--- src/sv/iafp_pkg.sv ---
`default_nettype none
// ----------------------------------------------------------------------------
// iafp_pkg
// shared types and constants of the imu angle frame parser
// ----------------------------------------------------------------------------
package iafp_pkg;

    // frame format codes, code 3 is unused and ignores all bytes
    typedef enum logic [1:0] {
        FMT_A = 2'd0,
        FMT_B = 2'd1,
        FMT_C = 2'd2
    } t_fmt;

    // header and tail bytes
    localparam logic [7:0] HDR_A  = 8'hAA;
    localparam logic [7:0] TAIL_A = 8'h55;
    localparam logic [7:0] HDR_B  = 8'h5A;
    localparam logic [7:0] HDR_C0 = 8'h55;
    localparam logic [7:0] HDR_C1 = 8'h53;

    // word/100 as (word * RECIP_100) >> RECIP_SHIFT, exact for 16-bit words
    localparam logic [16:0] RECIP_100   = 17'd83887;
    localparam int          RECIP_SHIFT = 23;

    // format c: word*180/32768 at 8 fraction bits is (word*45) >> 5
    localparam logic [16:0] MUL_C      = 17'd45;
    localparam int          SHIFT_C    = 5;
    localparam logic [15:0] HALF_TURN  = 16'd32768;
    localparam logic [17:0] FULL_TURN  = 18'd92160;

    // format a/b wrap
    localparam logic [9:0]  DEG_LIMIT  = 10'd180;
    localparam logic [9:0]  DEG_WRAP   = 10'd655;

    typedef struct packed {
        logic mul_en;   // load product stage
        logic out_en;   // load angle stage
    } t_lane_ctl;

endpackage
`default_nettype wire

--- src/sv/imu_angle_frame_parser_core.sv ---
`default_nettype none
// ----------------------------------------------------------------------------
// imu_angle_frame_parser_core
// serial imu euler angle frame decoder
// ----------------------------------------------------------------------------
// Takes one received byte per request, one byte per clock cycle while the
// input is not stalled, hunts for the header of the format held in the
// format register and produces one roll/pitch/yaw request per complete
// frame in signed q10.8 degrees (roll negated). The header state machine
// updates its position on every accepted byte. On its way to the output
// a frame result passes the frame register, the constant multiply
// register of the three scaling lanes and the result register.
// Each stage moves on whenever the next one is empty or being emptied, so
// input stalls only when all three stages hold results that the output side
// is not taking. Writing the format register restarts the header hunt; the
// user must write it only while no frame is in flight, which the block
// itself does not enforce.
// ----------------------------------------------------------------------------
module imu_angle_frame_parser_core (
    input  wire logic               i_clk,
    input  wire logic               i_rst_n,
    // format register
    input  wire logic               i_cfg_wr_en,
    input  wire logic [1:0]         i_cfg_wr_data,
    // byte input
    input  wire logic               i_valid,
    output logic                    o_stall,
    input  wire logic [7:0]         i_rx_byte,
    // angle output
    output logic                    o_valid,
    input  wire logic               i_stall,
    output logic signed [17:0]      o_roll_angle,
    output logic signed [17:0]      o_pitch_angle,
    output logic signed [17:0]      o_yaw_angle
);

    logic                 w_accept;
    logic                 w_frm_valid;
    logic [2:0][15:0]     w_words;
    logic                 w_is_c;
    logic                 w_out_ready;
    logic                 w_mul_ready;
    logic                 w_take;
    logic                 r_mul_valid;
    logic                 r_out_valid;
    iafp_pkg::t_lane_ctl  w_ctl;

    // stage readiness, back to front
    assign w_out_ready = !r_out_valid || !i_stall;
    assign w_mul_ready = !r_mul_valid || w_out_ready;
    assign w_take      = w_frm_valid && w_mul_ready;

    // input only waits when the frame register cannot drain
    assign o_stall  = w_frm_valid && !w_mul_ready;
    assign w_accept = i_valid && !o_stall;

    iafp_framer u_framer (
        .i_clk         (i_clk),
        .i_rst_n       (i_rst_n),
        .i_cfg_wr_en   (i_cfg_wr_en),
        .i_cfg_wr_data (i_cfg_wr_data),
        .i_accept      (w_accept),
        .i_byte        (i_rx_byte),
        .i_take        (w_take),
        .o_frm_valid   (w_frm_valid),
        .o_words       (w_words),
        .o_is_c        (w_is_c)
    );

    // payload stages load whenever their valid bit advances
    assign w_ctl.mul_en = w_mul_ready;
    assign w_ctl.out_en = w_out_ready;

    always_ff @(posedge i_clk) begin
        if (!i_rst_n) begin
            r_mul_valid <= 1'b0;
            r_out_valid <= 1'b0;
        end else begin
            if (w_mul_ready) begin
                r_mul_valid <= w_frm_valid;
            end
            if (w_out_ready) begin
                r_out_valid <= r_mul_valid;
            end
        end
    end

    // roll lane negates after wrapping
    iafp_lane u_lane_roll (
        .i_clk    (i_clk),
        .i_ctl    (w_ctl),
        .i_word   (w_words[0]),
        .i_is_c   (w_is_c),
        .i_negate (1'b1),
        .o_angle  (o_roll_angle)
    );

    iafp_lane u_lane_pitch (
        .i_clk    (i_clk),
        .i_ctl    (w_ctl),
        .i_word   (w_words[1]),
        .i_is_c   (w_is_c),
        .i_negate (1'b0),
        .o_angle  (o_pitch_angle)
    );

    iafp_lane u_lane_yaw (
        .i_clk    (i_clk),
        .i_ctl    (w_ctl),
        .i_word   (w_words[2]),
        .i_is_c   (w_is_c),
        .i_negate (1'b0),
        .o_angle  (o_yaw_angle)
    );

    assign o_valid = r_out_valid;

    // no result right after reset
    a_reset_idle: assert property (@(posedge i_clk) !i_rst_n |=> !o_valid)
        else $error("result valid after reset");

    // input only stalls while a frame waits in the frame register
    a_stall_cause: assert property (@(posedge i_clk) disable iff (!i_rst_n)
        o_stall |-> (w_frm_valid && r_mul_valid && r_out_valid))
        else $error("input stalled with room in the pipeline");

    // a blocked multiply stage keeps its request
    a_mul_hold: assert property (@(posedge i_clk) disable iff (!i_rst_n)
        (r_mul_valid && !w_out_ready) |=> r_mul_valid)
        else $error("multiply stage request lost");

    // a frame taken into the multiply stage shows up there next cycle
    a_mul_load: assert property (@(posedge i_clk) disable iff (!i_rst_n)
        w_take |=> r_mul_valid)
        else $error("frame request not loaded into multiply stage");

endmodule
`default_nettype wire

--- src/sv/iafp_framer.sv ---
`default_nettype none
// ----------------------------------------------------------------------------
// iafp_framer
// header hunt, angle byte capture and frame register
// ----------------------------------------------------------------------------
module iafp_framer (
    input  wire logic             i_clk,
    input  wire logic             i_rst_n,
    input  wire logic             i_cfg_wr_en,
    input  wire logic [1:0]       i_cfg_wr_data,
    input  wire logic             i_accept,
    input  wire logic [7:0]       i_byte,
    input  wire logic             i_take,
    output logic                  o_frm_valid,
    output logic [2:0][15:0]      o_words,
    output logic                  o_is_c
);

    iafp_pkg::t_fmt  r_fmt;
    logic [3:0]      r_pos;
    logic [3:0]      n_pos;
    logic [7:0]      r_buf [6];
    logic            w_wr_en;
    logic [2:0]      w_wr_idx;
    logic            w_emit;
    logic [7:0]      w_last;
    logic [2:0][15:0] w_words;
    logic            r_frm_valid;
    logic [2:0][15:0] r_words;
    logic            r_is_c;

    always_comb begin
        n_pos    = r_pos;
        w_wr_en  = 1'b0;
        w_wr_idx = 3'd0;
        w_emit   = 1'b0;
        case (r_fmt)
            iafp_pkg::FMT_A: begin
                if (r_pos == 4'd0) begin
                    if (i_byte == iafp_pkg::HDR_A) n_pos = 4'd1;
                end else if (r_pos inside {[4'd1:4'd6]}) begin
                    w_wr_en  = 1'b1;
                    w_wr_idx = 3'(r_pos - 4'd1);
                    n_pos    = r_pos + 4'd1;
                end else begin
                    // tail check, a bad tail drops the frame
                    w_emit = (r_pos == 4'd7) && (i_byte == iafp_pkg::TAIL_A);
                    n_pos  = 4'd0;
                end
            end
            iafp_pkg::FMT_B: begin
                if (r_pos == 4'd0) begin
                    if (i_byte == iafp_pkg::HDR_B) n_pos = 4'd1;
                end else if (r_pos == 4'd1) begin
                    n_pos = (i_byte == iafp_pkg::HDR_B) ? 4'd2 : 4'd0;
                end else if (r_pos inside {[4'd2:4'd3]}) begin
                    n_pos = r_pos + 4'd1;
                end else if (r_pos inside {[4'd4:4'd8]}) begin
                    w_wr_en  = 1'b1;
                    w_wr_idx = 3'(r_pos - 4'd4);
                    n_pos    = r_pos + 4'd1;
                end else begin
                    w_emit = (r_pos == 4'd9);
                    n_pos  = 4'd0;
                end
            end
            iafp_pkg::FMT_C: begin
                if (r_pos == 4'd0) begin
                    if (i_byte == iafp_pkg::HDR_C0) n_pos = 4'd1;
                end else if (r_pos == 4'd1) begin
                    // a repeated first header byte restarts the header
                    if (i_byte == iafp_pkg::HDR_C1)      n_pos = 4'd2;
                    else if (i_byte == iafp_pkg::HDR_C0) n_pos = 4'd1;
                    else                                 n_pos = 4'd0;
                end else if (r_pos inside {[4'd2:4'd6]}) begin
                    w_wr_en  = 1'b1;
                    w_wr_idx = 3'(r_pos - 4'd2);
                    n_pos    = r_pos + 4'd1;
                end else begin
                    w_emit = (r_pos == 4'd7);
                    n_pos  = 4'd0;
                end
            end
            default: begin
                n_pos = 4'd0;
            end
        endcase
    end

    // last angle byte is the current byte except in format a
    assign w_last = (r_fmt == iafp_pkg::FMT_A) ? r_buf[5] : i_byte;

    always_comb begin
        if (r_fmt == iafp_pkg::FMT_C) begin
            w_words[0] = {r_buf[1], r_buf[0]};
            w_words[1] = {r_buf[3], r_buf[2]};
            w_words[2] = {w_last,   r_buf[4]};
        end else begin
            w_words[0] = {r_buf[0], r_buf[1]};
            w_words[1] = {r_buf[2], r_buf[3]};
            w_words[2] = {r_buf[4], w_last};
        end
    end

    always_ff @(posedge i_clk) begin
        if (!i_rst_n) begin
            r_fmt <= iafp_pkg::FMT_A;
            r_pos <= 4'd0;
        end else if (i_cfg_wr_en) begin
            r_fmt <= iafp_pkg::t_fmt'(i_cfg_wr_data);
            r_pos <= 4'd0;
        end else if (i_accept) begin
            r_pos <= n_pos;
        end
    end

    always_ff @(posedge i_clk) begin
        if (i_accept && w_wr_en) begin
            r_buf[w_wr_idx] <= i_byte;
        end
    end

    always_ff @(posedge i_clk) begin
        if (!i_rst_n) begin
            r_frm_valid <= 1'b0;
        end else if (i_accept && w_emit) begin
            r_frm_valid <= 1'b1;
        end else if (i_take) begin
            r_frm_valid <= 1'b0;
        end
    end

    always_ff @(posedge i_clk) begin
        if (i_accept && w_emit) begin
            r_words <= w_words;
            r_is_c  <= (r_fmt == iafp_pkg::FMT_C);
        end
    end

    assign o_frm_valid = r_frm_valid;
    assign o_words     = r_words;
    assign o_is_c      = r_is_c;

endmodule
`default_nettype wire

--- src/sv/iafp_lane.sv ---
`default_nettype none
// ----------------------------------------------------------------------------
// iafp_lane
// scales one angle word to q10.8 degrees over two register stages
// ----------------------------------------------------------------------------
module iafp_lane (
    input  wire logic                i_clk,
    input  wire iafp_pkg::t_lane_ctl i_ctl,
    input  wire logic [15:0]         i_word,
    input  wire logic                i_is_c,
    input  wire logic                i_negate,
    output logic signed [17:0]       o_angle
);

    logic [32:0]        w_prod;
    logic [16:0]        w_scaled;
    logic [16:0]        r_scaled;
    logic               r_big;
    logic               r_is_c;
    logic [9:0]         w_deg;
    logic [17:0]        w_val;
    logic [17:0]        n_angle;
    logic signed [17:0] r_angle;

    // one constant multiply: reciprocal of 100 or 45/32
    assign w_prod   = {17'd0, i_word} *
                      {16'd0, (i_is_c ? iafp_pkg::MUL_C : iafp_pkg::RECIP_100)};
    assign w_scaled = i_is_c ? w_prod[iafp_pkg::SHIFT_C +: 17]
                             : {7'd0, w_prod[iafp_pkg::RECIP_SHIFT +: 10]};

    always_ff @(posedge i_clk) begin
        if (i_ctl.mul_en) begin
            r_scaled <= w_scaled;
            r_big    <= (i_word > iafp_pkg::HALF_TURN);
            r_is_c   <= i_is_c;
        end
    end

    // wrap to signed degrees
    always_comb begin
        w_deg = r_scaled[9:0];
        if (r_scaled[9:0] > iafp_pkg::DEG_LIMIT) begin
            w_deg = r_scaled[9:0] - iafp_pkg::DEG_WRAP;
        end
        if (r_is_c) begin
            w_val = {1'b0, r_scaled} - (r_big ? iafp_pkg::FULL_TURN : 18'd0);
        end else begin
            w_val = {w_deg, 8'd0};
        end
        n_angle = i_negate ? (18'd0 - w_val) : w_val;
    end

    always_ff @(posedge i_clk) begin
        if (i_ctl.out_en) begin
            r_angle <= n_angle;
        end
    end

    assign o_angle = r_angle;

endmodule
`default_nettype wire
--- config.mk ---
export PLATFORM = sky130hd
export DESIGN_NAME = imu_angle_frame_parser_core
export DESIGN_NICKNAME = d
export VERILOG_FILES = /design/src/sv/iafp_pkg.sv /design/src/sv/imu_angle_frame_parser_core.sv /design/src/sv/iafp_framer.sv /design/src/sv/iafp_lane.sv
export SDC_FILE = /design/constraint.sdc
export NUM_CORES = 2
export LEC_CHECK = 0
export ABC_AREA = 1
export BUFFER_PORTS_ARGS = -buffer_cell sky130_fd_sc_hd__buf_4
export CORE_MARGIN = 2
export CORE_UTILIZATION = 30
export CTS_CLUSTER_SIZE = 28
export DETAILED_ROUTE_END_ITERATION = 10
export GPL_ROUTABILITY_DRIVEN = 0
export HOLD_SLACK_MARGIN = 0.02
export PLACE_DENSITY = 0.48
export SLEW_MARGIN = 10
export SYNTH_ARGS = -nofsm -noshare
export SYNTH_HDL_FRONTEND = slang
export SYNTH_SLANG_ARGS = --single-unit
--- constraint.sdc ---
create_clock -name i_clk -period 6.8 [get_ports i_clk]
set_clock_uncertainty 0.2 [all_clocks]
set_input_delay 1.36 -clock i_clk [delete_from_list [all_inputs] [get_ports i_clk]]
set_output_delay 1.36 -clock i_clk [all_outputs]
set_load 0.03 [all_outputs]
==> run summary <==
Status: complete, no violations
Pre-antenna DRT Iters: 5
CP dominant cell by count: fa_1
H-tree depth: 1
Final worst slack: 0.448 ns
Register bit total from synthesis: 215
Vias per inst: 4.52
Final Slew Violations: 0
Startpoint types: register
Global route overflow: 0
Gr usage total: 15.5%
CTS Buf Count: 24
Syn. warnings: 0
Pre-CTS WS: 0.489 ns
Combinational family with the most area after synthesis: adder cells
Syn avg cell area: 8.72 um^2
Dpl cell area: 31500 um^2
Row count: 114
WL/cell: 15.9 um
Compound-Gate Fraction of Synth Area: 7.97%
Clk slew on worst S/H paths: 0.07 ns
Area added between synthesis and finish: 10.9%
Layout Utilization: 33.4%
Post-synthesis xor/xnor area fraction: 1.18%
First-pass GRT wire length: 122000 um
Syn Inst Count: 3332
Final Hold Fails: 0
Most frequent cells in the layout: inv_1, nand2_1, ha_1
Core Area: 96300 um^2
Design area: 32200 um^2
# IOs: 71
Synth Area in Adders: 43.4%
Cell accounting for the most synthesized area: fa_1
# nets final: 4281
Post-CTS Hold Buffers: 0
Die X: 315 um
Arr. time, crit path: 6.51 ns
CP endpoint kind: register
Leak: 16.6 nW
Ant. Diodes: 0
Dominant synthesized flop cell: edfxtp_1
DIE AREA: 99300 um^2
Fillcell total: 10200
Crit path time final: 6.35 ns
Distinct cell type count after synthesis: 52
Slowest CP cell: fa_1
Setup violations, final: 0
Multiplexer share of the synthesized area: 0%
WHS: 0.260 ns
Die Y: 315 um
Setup bufs post-CTS: 0
Buffers on Ports: 70
Simple-Gate Fraction of Synth Area: 15.0%
Worst path top cell family by delay: adder cells
Hold WC Path Type: reg2reg
IR Drop Worst-Case VDD: 0.000167 V
Ys async rst share: 0%
Max_slew headroom: 28.0%
Clk Latency, worst-skew pair: 0.58 ns
Setup_tns: 0 ns
Detail Route Antenna Nets: 0
CTS resizes: 0
Drt drc: 0
Largest cells by area after synthesis: fa_1, ha_1, edfxtp_1, inv_1, nand2_1
Most common cell after layout, fill and taps aside: inv_1
Required @ worst endpoint: 6.96 ns
Yosys top cell area share: 21.9%
Buf/Inv on CP: 4
Final WL: 75200 um
Antenna violations before repair: 1
RSZ-0062 raised after global routing: false
Layout cells sized above 1: 6.06%
CP peak stage delay: 0.54 ns
HPWL after DPL: 64300 um
PD cells: 86.1 nW/um^2
CTS Root Cell: clkbuf_16
Post-synth net total: 4164
First DRT Iteration DRCs: 1001
Tcrit/Tclk final: 93.4%
CTS tree: built
Worst setup path class: reg2reg
Post-synth EDFFs: 206
Via count: 21400
Crit path cell chain: buf_12, nor2_1, buf_4, inv_1, fa_1, fa_1, fa_1, fa_1, inv_1, fa_1, fa_1, ha_1, a21oi_1, o21a_1, a21boi_0, nor2_1, nor2_1, nand2_1, nand2_1, nand2_1, o21ai_0
Vias in the first global route: 22200
Largest net degree at the start of global routing: 57
Max-cap viol count: 0
Starting Density: 30.2%
Syn Std Cell Area: 29000 um^2
Seq/Total Area, Yosys: 21.9%
Max Root-Sink Buffers: 3
Clk sinks: 215
Worst slew pin tran: 1.08 ns
Fmax: 157 MHz
Worst-path fanout max: 51
==> routing by layer <==
layer  part of all wire [%]  vias to the layer above  track usage [%]  routed length, um
met1                     49                    10100             22.0              37200
met2                     45                      326             25.9              34200
met3                    3.5                       70             1.51               2640
met5                      0                        -                0                  0
met4                    1.7                        0             2.48               1240
li1                       -                    10900                -                  -
==> logic make-up after synthesis <==
group,after synthesis
adder cells (fa/ha/maj),817
AO/OA/AOI/OAI,422
flip-flops,215
AND/OR/NAND/NOR,1031
XOR/XNOR,39
buffers and inverters,808
==> worst reg2reg max path: stages, from the launching register on <==
cell	delay, ns
edfxtp_1	0.48
buf_12	0.26
nor2_1	0.17
buf_4	0.19
inv_1	0.07
fa_1	0.50
fa_1	0.54
fa_1	0.53
fa_1	0.54
inv_1	0.05
fa_1	0.50
fa_1	0.44
ha_1	0.37
a21oi_1	0.21
o21a_1	0.16
a21boi_0	0.31
nor2_1	0.08
nor2_1	0.09
nand2_1	0.07
nand2_1	0.06
nand2_1	0.04
o21ai_0	0.27
==> state kept, by name (all words and copies together) (netlist names), 2 cells and up <==
name and count:
u_lane_pitch.r_scaled 17, u_lane_roll.r_scaled 17, u_framer.r_fmt 2, u_lane_yaw.r_scaled 17, u_framer.o_words 48, u_lane_roll.o_angle 18, u_lane_yaw.o_angle 18, u_lane_pitch.o_angle 18
u_framer.r_pos 4, u_framer.r_buf 48
==> synth_stat cells, types with 7 or more instances <==
master    count
nand2_1     535
xor2_1       28
buf_1         9
dfxtp_1       9
nor2_1      263
nand3_1     100
nand2_2      16
or2_2         7
o21bai_1     11
nand3_2       9
nor3_1       44
a21boi_0      9
o21a_1        9
nor4_1       10
xnor2_1      11
edfxtp_1    206
inv_1       765
a31oi_1       8
o211ai_1      8
fa_1        318
nand3b_1     12
a21oi_1     164
ha_1        499
a21o_1       20
nand4_1      22
clkbuf_1     21
o21ai_0     174
==> stage by stage <==
stage                     instances  power (mW)
final                          4741        2.77
after global routing           4741        2.87
after CTS                      4741        2.82
after detailed placement       4699        1.54
after global placement         4699        1.54
after floorplan                3332        1.50
==> path summary, 6_finish.rpt <==
| check | depth (start not counted) | end | from | slack [ns] |
|---|---|---|---|---|
| setup / recovery | 21 | u_lane_yaw.r_scaled[6] | u_framer.o_is_c | 0.45 |
| hold / removal | 2 | o_valid | r_mul_valid | 0.26 |
| setup reg to reg | 21 | u_lane_yaw.r_scaled[6] | u_framer.o_is_c | 0.45 |
| hold reg to reg | 2 | o_valid | r_mul_valid | 0.26 |
==> power breakdown <==
group / internal [mW] / switching [mW] / leakage [nW] / total (mW)
clock: 0.699 / 0.569 / 0.359 / 1.27
combinational: 0.0180 / 0.0460 / 14.1 / 0.0640
sequential: 1.44 / 0.00265 / 2.16 / 1.44
total: 2.16 / 0.617 / 16.6 / 2.77
==> final cells by class <==
| cell class | instances | area [um^2] | area share, % |
|---|---|---|---|
| flip-flops and latches | 215 | 6370 | 19.8 |
| multi-input cells | 2309 | 19600 | 61.0 |
| repair buffers | 127 | 966 | 3.00 |
| well taps | 1276 | 1600 | 4.96 |
| inverters | 772 | 2900 | 9.01 |
| clock buffers | 32 | 631 | 1.96 |
| clock inverters | 10 | 113 | 0.350 |
No activity file was read; power rests on OpenSTA's default activity.
